<file path="config.mk">
export PLATFORM = sky130hd
export DESIGN_NAME = mecanum_dead_reckoning
export DESIGN_NICKNAME = d
export VERILOG_FILES = /design/src/sv/mdr_pkg.sv /design/src/sv/mecanum_dead_reckoning.sv
export SDC_FILE = /design/constraint.sdc
export NUM_CORES = 2
export LEC_CHECK = 0
export BUFFER_PORTS_ARGS = -buffer_cell sky130_fd_sc_hd__buf_2
export CAP_MARGIN = 20
export CORE_MARGIN = 2
export CORE_UTILIZATION = 45
export DETAILED_ROUTE_END_ITERATION = 7
export GPL_TIMING_DRIVEN = 1
export SYNTH_ARGS = -nofsm -noshare
export SYNTH_HDL_FRONTEND = slang
export SYNTH_SLANG_ARGS = --single-unit
</file>
<file path="constraint.sdc">
create_clock -name clk -period 9.4 [get_ports clk]
set_input_delay 1.88 -clock clk [delete_from_list [all_inputs] [get_ports clk]]
set_output_delay 1.88 -clock clk [all_outputs]
set_load 0.05 [all_outputs]
</file>
<file path="src/sv/mdr_pkg.sv">
// types, constants and the arctangent table for the mecanum dead reckoning block
`default_nettype none
package mdr_pkg;

	typedef struct packed {
		logic               mode;
		logic               read_ok;
		logic signed [31:0] enc_front_left;
		logic signed [31:0] enc_front_right;
		logic signed [31:0] enc_rear_left;
		logic signed [31:0] enc_rear_right;
		logic signed [15:0] heading;
	} req_t;

	typedef struct packed {
		logic signed [31:0] pos_x;
		logic signed [31:0] pos_y;
		logic signed [15:0] heading_out;
		logic               pose_valid;
	} rsp_t;

	localparam int GAIN_W   = 24;
	localparam int TABLE_LEN = 24;

	// register indexes
	localparam logic REG_FORWARD_GAIN = 1'b0;
	localparam logic REG_SIDE_GAIN    = 1'b1;

	localparam logic signed [GAIN_W-1:0] GAIN_RESET = 24'sd65536;

	// round(2^32 / (2000 * cordic gain))
	localparam logic signed [24:0] INV_GAIN_DIV = 25'sd1304066;

	localparam logic signed [63:0] VEC_LIMIT    = 64'sd274877906944;
	localparam logic signed [33:0] QUARTER_TURN = 34'sd1073741824;
	localparam logic signed [33:0] HALF_TURN    = 34'sd2147483648;

	// atan(2^-i), full circle 2^32
	function automatic logic [29:0] atan_lut(input logic [4:0] idx);
		logic [29:0] v;
		unique case (idx)
			5'd0:  v = 30'd536870912;
			5'd1:  v = 30'd316933406;
			5'd2:  v = 30'd167458907;
			5'd3:  v = 30'd85004755;
			5'd4:  v = 30'd42667331;
			5'd5:  v = 30'd21354465;
			5'd6:  v = 30'd10679838;
			5'd7:  v = 30'd5340245;
			5'd8:  v = 30'd2670163;
			5'd9:  v = 30'd1335087;
			5'd10: v = 30'd667544;
			5'd11: v = 30'd333772;
			5'd12: v = 30'd166886;
			5'd13: v = 30'd83443;
			5'd14: v = 30'd41722;
			5'd15: v = 30'd20861;
			5'd16: v = 30'd10430;
			5'd17: v = 30'd5215;
			5'd18: v = 30'd2608;
			5'd19: v = 30'd1304;
			5'd20: v = 30'd652;
			5'd21: v = 30'd326;
			5'd22: v = 30'd163;
			5'd23: v = 30'd81;
			default: v = 30'd0;
		endcase
		return v;
	endfunction

endpackage
`default_nettype wire

</file>
<file path="src/sv/mecanum_dead_reckoning.sv">
// mecanum wheel dead reckoning: encoder deltas, gain scaling, cordic rotation, saturating pose
//
// usage
//   request channel (req_valid, req_stall, req): one sample or zero command per request.
//   response channel (rsp_valid, rsp_stall, rsp): exactly one pose per request, in order.
//   config port (cfg_we, cfg_index, cfg_data): index 0 forward gain, 1 side gain, written
//   only while no request is in flight.
// sequence and throughput
//   a zero command, a failed read or a base sample: acceptance goes straight to the final state,
//   which registers the response; the next request is taken once the response has been taken.
//   an integrating sample: delta sums, forward and side gain products, fold, cordic rotations,
//   x and y scaling with saturating adds, then the final state; the next request as above. the
//   length is set by the one shared 22x25 multiplier used for eight partial products and by the
//   cordic stage that does one rotation per cycle. one request is in work at a time.
// stalls
//   the response waits in an output register while rsp_stall is high; req_stall stays
//   high until it is taken.
// reset
//   pose and base counts clear, gains return to 1.0, the next good sample sets the base.
`default_nettype none
module mecanum_dead_reckoning #(
	parameter int CORDIC_STEPS  = 16,
	parameter int POS_FRAC_BITS = 16
) (
	input  wire logic                          clk,
	input  wire logic                          arst_n,
	input  wire logic                          req_valid,
	output logic                               req_stall,
	input  wire mdr_pkg::req_t                 req,
	output logic                               rsp_valid,
	input  wire logic                          rsp_stall,
	output mdr_pkg::rsp_t                      rsp,
	input  wire logic                          cfg_we,
	input  wire logic                          cfg_index,
	input  wire logic [mdr_pkg::GAIN_W-1:0]    cfg_data
);
	import mdr_pkg::*;

	localparam int CW = 42;
	localparam int ZW = 34;
	localparam int AW = 64;
	localparam int NSTEPS = (CORDIC_STEPS < TABLE_LEN) ? CORDIC_STEPS : TABLE_LEN;
	localparam logic [4:0] LAST_IT = 5'(NSTEPS - 1);
	localparam int SHR = 48 - POS_FRAC_BITS;

	localparam logic [4:0] S_IDLE = 5'd0;
	localparam logic [4:0] S_SUM  = 5'd1;
	localparam logic [4:0] S_MF0  = 5'd2;
	localparam logic [4:0] S_MF1  = 5'd3;
	localparam logic [4:0] S_MF2  = 5'd4;
	localparam logic [4:0] S_MS0  = 5'd5;
	localparam logic [4:0] S_MS1  = 5'd6;
	localparam logic [4:0] S_MS2  = 5'd7;
	localparam logic [4:0] S_ROT  = 5'd8;
	localparam logic [4:0] S_CORD = 5'd9;
	localparam logic [4:0] S_MX0  = 5'd10;
	localparam logic [4:0] S_MX1  = 5'd11;
	localparam logic [4:0] S_MX2  = 5'd12;
	localparam logic [4:0] S_MY0  = 5'd13;
	localparam logic [4:0] S_MY1  = 5'd14;
	localparam logic [4:0] S_MY2  = 5'd15;
	localparam logic [4:0] S_AY   = 5'd16;
	localparam logic [4:0] S_FIN  = 5'd17;

	function automatic logic signed [39:0] clamp_vec(input logic signed [AW-1:0] v);
		logic signed [AW-1:0] s;
		logic signed [AW-1:0] r;
		s = v >>> 2;
		if (s > VEC_LIMIT) begin
			r = VEC_LIMIT;
		end else if (s < -VEC_LIMIT) begin
			r = -VEC_LIMIT;
		end else begin
			r = s;
		end
		return r[39:0];
	endfunction

	function automatic logic signed [31:0] sat_add(input logic signed [31:0] a,
			input logic signed [AW-1:0] inc);
		logic signed [AW-1:0] s;
		logic signed [31:0] r;
		s = {{(AW-32){a[31]}}, a} + inc;
		if (s > 64'sd2147483647) begin
			r = 32'sh7fffffff;
		end else if (s < -64'sd2147483648) begin
			r = 32'sh80000000;
		end else begin
			r = s[31:0];
		end
		return r;
	endfunction

	logic [4:0]                state_q;
	logic                      rsp_valid_q;
	rsp_t                      rsp_q;
	logic signed [GAIN_W-1:0]  fwd_gain_q;
	logic signed [GAIN_W-1:0]  side_gain_q;
	logic signed [31:0]        prev_q [4];
	logic signed [31:0]        ax_q;
	logic signed [31:0]        ay_q;
	logic signed [15:0]        held_hd_q;
	logic                      first_q;
	logic                      rebase_q;
	logic                      vflag_q;

	logic signed [31:0]        enc_q [4];
	logic signed [15:0]        hd_q;
	logic signed [34:0]        fsum_q;
	logic signed [34:0]        ssum_q;
	logic signed [46:0]        prod_q;
	logic signed [AW-1:0]      acc_q;
	logic signed [39:0]        vx_q;
	logic signed [CW-1:0]      cx_q;
	logic signed [CW-1:0]      cy_q;
	logic signed [ZW-1:0]      cz_q;
	logic [4:0]                it_q;

	logic                      req_acc;
	logic signed [21:0]        mul_a;
	logic signed [24:0]        mul_b;
	logic signed [46:0]        prod_c;
	logic signed [AW-1:0]      prod_ext;
	logic signed [32:0]        d [4];
	logic signed [34:0]        fsum_c;
	logic signed [34:0]        ssum_c;
	logic signed [39:0]        vy_c;
	logic signed [CW-1:0]      vxe;
	logic signed [CW-1:0]      vye;
	logic signed [ZW-1:0]      z0;
	logic signed [CW-1:0]      xs;
	logic signed [CW-1:0]      ys;
	logic signed [ZW-1:0]      at;
	logic signed [AW-1:0]      inc_c;

	assign req_stall = (state_q != S_IDLE) || rsp_valid_q;
	assign req_acc   = req_valid && !req_stall;
	assign rsp_valid = rsp_valid_q;
	assign rsp       = rsp_q;

	// shared multiplier operand select
	always_comb begin
		mul_a = '0;
		mul_b = '0;
		unique case (state_q)
			S_MF0: begin
				mul_a = {4'b0, fsum_q[17:0]};
				mul_b = {fwd_gain_q[GAIN_W-1], fwd_gain_q};
			end
			S_MF1: begin
				mul_a = {{5{fsum_q[34]}}, fsum_q[34:18]};
				mul_b = {fwd_gain_q[GAIN_W-1], fwd_gain_q};
			end
			S_MS0: begin
				mul_a = {4'b0, ssum_q[17:0]};
				mul_b = {side_gain_q[GAIN_W-1], side_gain_q};
			end
			S_MS1: begin
				mul_a = {{5{ssum_q[34]}}, ssum_q[34:18]};
				mul_b = {side_gain_q[GAIN_W-1], side_gain_q};
			end
			S_MX0: begin
				mul_a = {1'b0, cx_q[20:0]};
				mul_b = INV_GAIN_DIV;
			end
			S_MX1: begin
				mul_a = {cx_q[CW-1], cx_q[CW-1:21]};
				mul_b = INV_GAIN_DIV;
			end
			S_MY0: begin
				mul_a = {1'b0, cy_q[20:0]};
				mul_b = INV_GAIN_DIV;
			end
			S_MY1: begin
				mul_a = {cy_q[CW-1], cy_q[CW-1:21]};
				mul_b = INV_GAIN_DIV;
			end
			default: begin
				mul_a = '0;
				mul_b = '0;
			end
		endcase
	end

	assign prod_c   = 47'(mul_a) * 47'(mul_b);
	assign prod_ext = {{(AW-47){prod_q[46]}}, prod_q};

	always_comb begin
		for (int k = 0; k < 4; k++) begin
			d[k] = {enc_q[k][31], enc_q[k]} - {prev_q[k][31], prev_q[k]};
		end
	end

	// mecanum forward and side pulse sums
	assign fsum_c = 35'(d[0]) - 35'(d[1]) + 35'(d[2]) - 35'(d[3]);
	assign ssum_c = 35'(d[2]) + 35'(d[3]) - 35'(d[0]) - 35'(d[1]);

	assign vy_c = clamp_vec(acc_q);
	assign vxe  = {{(CW-40){vx_q[39]}}, vx_q};
	assign vye  = {{(CW-40){vy_c[39]}}, vy_c};
	assign z0   = {{(ZW-32){hd_q[15]}}, hd_q, 16'b0};
	assign xs   = cx_q >>> it_q;
	assign ys   = cy_q >>> it_q;
	assign at   = {{(ZW-30){1'b0}}, atan_lut(it_q)};
	assign inc_c = acc_q >>> SHR;

	// control and architectural state
	always_ff @(posedge clk or negedge arst_n) begin
		if (!arst_n) begin
			state_q     <= S_IDLE;
			rsp_valid_q <= 1'b0;
			fwd_gain_q  <= GAIN_RESET;
			side_gain_q <= GAIN_RESET;
			for (int k = 0; k < 4; k++) begin
				prev_q[k] <= '0;
			end
			ax_q      <= '0;
			ay_q      <= '0;
			held_hd_q <= '0;
			first_q   <= 1'b1;
			rebase_q  <= 1'b0;
			vflag_q   <= 1'b0;
			it_q      <= '0;
		end else begin
			if (cfg_we) begin
				unique case (cfg_index)
					REG_FORWARD_GAIN: fwd_gain_q  <= cfg_data;
					REG_SIDE_GAIN:    side_gain_q <= cfg_data;
					default:          fwd_gain_q  <= fwd_gain_q;
				endcase
			end
			if (rsp_valid_q && !rsp_stall) begin
				rsp_valid_q <= 1'b0;
			end
			unique case (state_q)
				S_IDLE: begin
					if (req_acc) begin
						priority if (req.mode) begin
							ax_q     <= '0;
							ay_q     <= '0;
							rebase_q <= 1'b1;
							state_q  <= S_FIN;
						end else if (!req.read_ok) begin
							vflag_q <= 1'b0;
							state_q <= S_FIN;
						end else if (rebase_q || first_q) begin
							if (rebase_q) begin
								rebase_q <= 1'b0;
							end else begin
								first_q <= 1'b0;
							end
							prev_q[0] <= req.enc_front_left;
							prev_q[1] <= req.enc_front_right;
							prev_q[2] <= req.enc_rear_left;
							prev_q[3] <= req.enc_rear_right;
							vflag_q   <= 1'b1;
							state_q   <= S_FIN;
						end else begin
							vflag_q   <= 1'b1;
							held_hd_q <= req.heading;
							state_q   <= S_SUM;
						end
					end
				end
				S_SUM: begin
					for (int k = 0; k < 4; k++) begin
						prev_q[k] <= enc_q[k];
					end
					state_q <= S_MF0;
				end
				S_MF0: state_q <= S_MF1;
				S_MF1: state_q <= S_MF2;
				S_MF2: state_q <= S_MS0;
				S_MS0: state_q <= S_MS1;
				S_MS1: state_q <= S_MS2;
				S_MS2: state_q <= S_ROT;
				S_ROT: begin
					it_q    <= '0;
					state_q <= S_CORD;
				end
				S_CORD: begin
					it_q <= it_q + 5'd1;
					if (it_q == LAST_IT) begin
						state_q <= S_MX0;
					end
				end
				S_MX0: state_q <= S_MX1;
				S_MX1: state_q <= S_MX2;
				S_MX2: state_q <= S_MY0;
				S_MY0: begin
					ax_q    <= sat_add(ax_q, inc_c);
					state_q <= S_MY1;
				end
				S_MY1: state_q <= S_MY2;
				S_MY2: state_q <= S_AY;
				S_AY: begin
					ay_q    <= sat_add(ay_q, inc_c);
					state_q <= S_FIN;
				end
				S_FIN: begin
					rsp_valid_q <= 1'b1;
					state_q     <= S_IDLE;
				end
				default: state_q <= S_IDLE;
			endcase
		end
	end

	// datapath registers
	always_ff @(posedge clk) begin
		prod_q <= prod_c;
		if (req_acc) begin
			enc_q[0] <= req.enc_front_left;
			enc_q[1] <= req.enc_front_right;
			enc_q[2] <= req.enc_rear_left;
			enc_q[3] <= req.enc_rear_right;
			hd_q     <= req.heading;
		end
		unique case (state_q)
			S_SUM: begin
				fsum_q <= fsum_c;
				ssum_q <= ssum_c;
			end
			S_MF1, S_MS1, S_MX1, S_MY1: begin
				acc_q <= prod_ext;
			end
			S_MF2, S_MS2: begin
				acc_q <= acc_q + (prod_ext <<< 18);
			end
			S_MX2, S_MY2: begin
				acc_q <= acc_q + (prod_ext <<< 21);
			end
			S_MS0: begin
				vx_q <= clamp_vec(acc_q);
			end
			S_ROT: begin
				// fold headings past a quarter turn into the cordic range
				if (z0 > QUARTER_TURN) begin
					cx_q <= -vxe;
					cy_q <= -vye;
					cz_q <= z0 - HALF_TURN;
				end else if (z0 < -QUARTER_TURN) begin
					cx_q <= -vxe;
					cy_q <= -vye;
					cz_q <= z0 + HALF_TURN;
				end else begin
					cx_q <= vxe;
					cy_q <= vye;
					cz_q <= z0;
				end
			end
			S_CORD: begin
				if (!cz_q[ZW-1]) begin
					cx_q <= cx_q - ys;
					cy_q <= cy_q + xs;
					cz_q <= cz_q - at;
				end else begin
					cx_q <= cx_q + ys;
					cy_q <= cy_q - xs;
					cz_q <= cz_q + at;
				end
			end
			S_FIN: begin
				rsp_q.pos_x       <= ax_q;
				rsp_q.pos_y       <= ay_q;
				rsp_q.heading_out <= held_hd_q;
				rsp_q.pose_valid  <= vflag_q;
			end
			default: begin
				acc_q <= acc_q;
			end
		endcase
	end

endmodule
`default_nettype wire

</file>
==> reports/results.ini <==
[floorplanning]
rows = 161
io-pin-count = 259
start_util_pct = 45.1
die-area_um2 = 196000
core_region_area_um2 = 192000
die_h_um = 443
die_w_um = 443

[global_route]
grt.total_usage_pct = 30.3
grt_pass1_wl_um = 450000
grt_pass1_vias = 71000
antenna_found_initial = 7
grt_max_degree = 92
gr-total-overflow = 0

[timing]
drv_slew = 0
period_needed_ps = 9010
hold_viol = 0
tightest_slew_ps = 1260
fmaxAchievable_ghz = 0.111
finalSetupViolCount = 0
final.setup.worst_slack_ps = 391
timing.final.crit_share_pct = 95.8
fin_skew_ps = 53.1
slew-limit-headroom_pct = 16.1

[synth]
synth_area_leader_cell = edfxtp_1
ys_ff_latch = 832
ys.flop_type = edfxtp_1
netlist_top_cells_count = 1081 x inv_1, 814 x nand2_1, 723 x a21oi_1
yosysMostFrequentCell = inv_1
netlist_area_um2 = 86600
ys_types = 106
synthArstFlopShare_pct = 32.5
synth_warnings = 0
synth_fp_nets = 10700
netlist.area_leader.share_pct = 17.9
synthCells = 9199
synth-edff-count = 515
synthTopCellsByArea = edfxtp_1 18%, fa_1 16%, ha_1 8.9%
synth.avg_cell_area_um2 = 9.42
ys_seq_area_share_pct = 26.7

[cts]
cts_buffer_depth = 3
path_clk_slew_ps = 60
cts_sinks = 832
cts_tree = done
cts_buffers = 101
htreeDepth = 3
cts_root_buffer = clkbuf_16
clk_latency_ps = 770

[critical_path]
arrival_ps = 9640
critical_path.top_delay_family = adder cells
crit_fanout = 24
critPathCaptureType = register
max_stage_delay_ps = 570
crit_buf_inv = 7
timing.reg2reg.setup_slack_ps = 390
required_ps = 10030
cp_common_cell = fa_1
worstSetupPathType = register to register
crit_slowest_cell = fa_1
worstSetupStartpointType = register

[drt]
vias = 71600
route.detailed.wl_per_inst_um = 25.0
drt_first_pass_iters = 6
ant_nets = 0
viasPerCell = 5.94
drt_iter0_drc = 6257
drc = 0
drt-total-wl_um = 301000

[finish]
stdcell_count = 12100
multi_input_area_um2 = 58000
fin_area_um2 = 95400
nNetsFinal = 10900
layout-drive-gt1-share_pct = 10.3
area.sequential_um2 = 23200
fillers = 17900
area_growth_pct = 10.1

[placement]
dp_slack_ps = 59.6
dpl.cell_count = 11900
port_buffers = 258
place_hpwl_um = 241000
routabilityCongestion = 1.00
placed_cell_area_um2 = 91700

[run]
cap_violations = 0

[outcome]
status = finished, final reports clean

[worst_hold_path]
hp-class = register to register

## path summary, 6_finish.rpt
path | from | to | cells past startpoint
max | state_q[1] | prod_q[39] | 31
min | held_hd_q[8] | rsp[9] | 0
max reg2reg | state_q[1] | prod_q[39] | 31
min reg2reg | held_hd_q[8] | rsp[9] | 0
max in group asynchronous | arst_n | prev_q[45] | 3
min in group asynchronous | arst_n | it_q[3] | 1
## cell usage in the layout (no fill, tap or decap), types with 33 or more instances in the layout
| master | Yosys | layout |
|---|---|---|
| dfxtp_1 | 47 | 47 |
| buf_2 | 17 | 257 |
| a211oi_1 | 64 | 60 |
| nand3_1 | 138 | 136 |
| dfrtp_1 | 267 | 260 |
| clkbuf_16 | 0 | 103 |
| o22ai_1 | 50 | 50 |
| a21o_1 | 265 | 265 |
| edfxtp_1 | 515 | 515 |
| xnor2_1 | 376 | 376 |
| nand2_1 | 814 | 812 |
| nand2b_1 | 98 | 96 |
| and2_1 | 64 | 64 |
| o21a_1 | 84 | 83 |
| nor3_1 | 113 | 109 |
| o21ai_0 | 385 | 384 |
| inv_1 | 1081 | 1079 |
| o21bai_1 | 53 | 53 |
| o31ai_1 | 46 | 46 |
| mux4_2 | 75 | 75 |
| ha_1 | 616 | 616 |
| a221o_1 | 63 | 63 |
| nand4_1 | 44 | 44 |
| xor2_1 | 248 | 248 |
| nor2b_1 | 133 | 132 |
| a31oi_1 | 89 | 88 |
| and3_1 | 57 | 56 |
| a22oi_1 | 81 | 81 |
| mux2i_1 | 211 | 211 |
| mux2_2 | 113 | 113 |
| nor2_1 | 683 | 679 |
| buf_4 | 21 | 234 |
| a21oi_1 | 723 | 721 |
| a22o_1 | 33 | 33 |
| fa_1 | 692 | 692 |
| o211ai_1 | 39 | 39 |
| or3_1 | 35 | 35 |
## area by class of cell
| cell class | instances | share of cell area, % |
|---|---|---|
| multi-input cells | 6915 | 60.8 |
| flip-flops and latches | 832 | 24.3 |
| inverters | 1085 | 4.29 |
| repair buffers | 511 | 3.58 |
| well taps | 2526 | 3.31 |
| clock buffers | 125 | 2.86 |
| clock inverters | 65 | 0.820 |
| diodes | 8 | 0.0210 |
## metrics by stage
| step | util (%) | setup TNS (ps) | hold slack (ps) |
|---|---|---|---|
| floorplan | - | 0 | 419 |
| global placement | 47.7 | 0 | 425 |
| detailed placement | 47.7 | 0 | 428 |
| CTS | 49.6 | 0 | 444 |
| global route | 49.7 | -10.8 | 449 |
| finish | 49.7 | 0 | 443 |
## sequential cells by signal, indices dropped and copies added (netlist names), 40 cells and up
| signal | cells |
|---|---|
| vx_q | 40 |
| prev_q | 128 |
| rsp | 81 |
| cx_q | 42 |
| cy_q | 42 |
| acc_q | 62 |
| prod_q | 47 |
| enc_q | 128 |
## what timing repair did
action                     in CTS  in global routing
buffers inserted                0                  2
gates cloned                    0                  0
gates resized for setup         1                 20
setup endpoints to repair       2                 14
pin swaps                       0                  1
hold buffers                    0                  0
## per-layer routing
metal | track usage, % | part of all wire, % | vias to the layer above
met5 | 0 | 0.0043 | -
met2 | 48.9 | 46 | 2877
li1 | - | - | 32600
met4 | 15.7 | 6.0 | 2
met1 | 39.2 | 41 | 35500
met3 | 5.04 | 7.3 | 668
## logic make-up after synthesis
| group | after synthesis | synth area share, % |
|---|---|---|
| adder cells (fa/ha/maj) | 1308 | 24.9 |
| XOR/XNOR | 625 | 6.33 |
| buffers and inverters | 1452 | 6.60 |
| flip-flops | 832 | 26.7 |
| AND/OR/NAND/NOR | 2302 | 12.2 |
| AO/OA/AOI/OAI | 2269 | 17.0 |
| multiplexers | 411 | 6.22 |
Power is not shown: default switching activity piles up to over one toggle a cycle in this logic, so the estimate is an artifact.
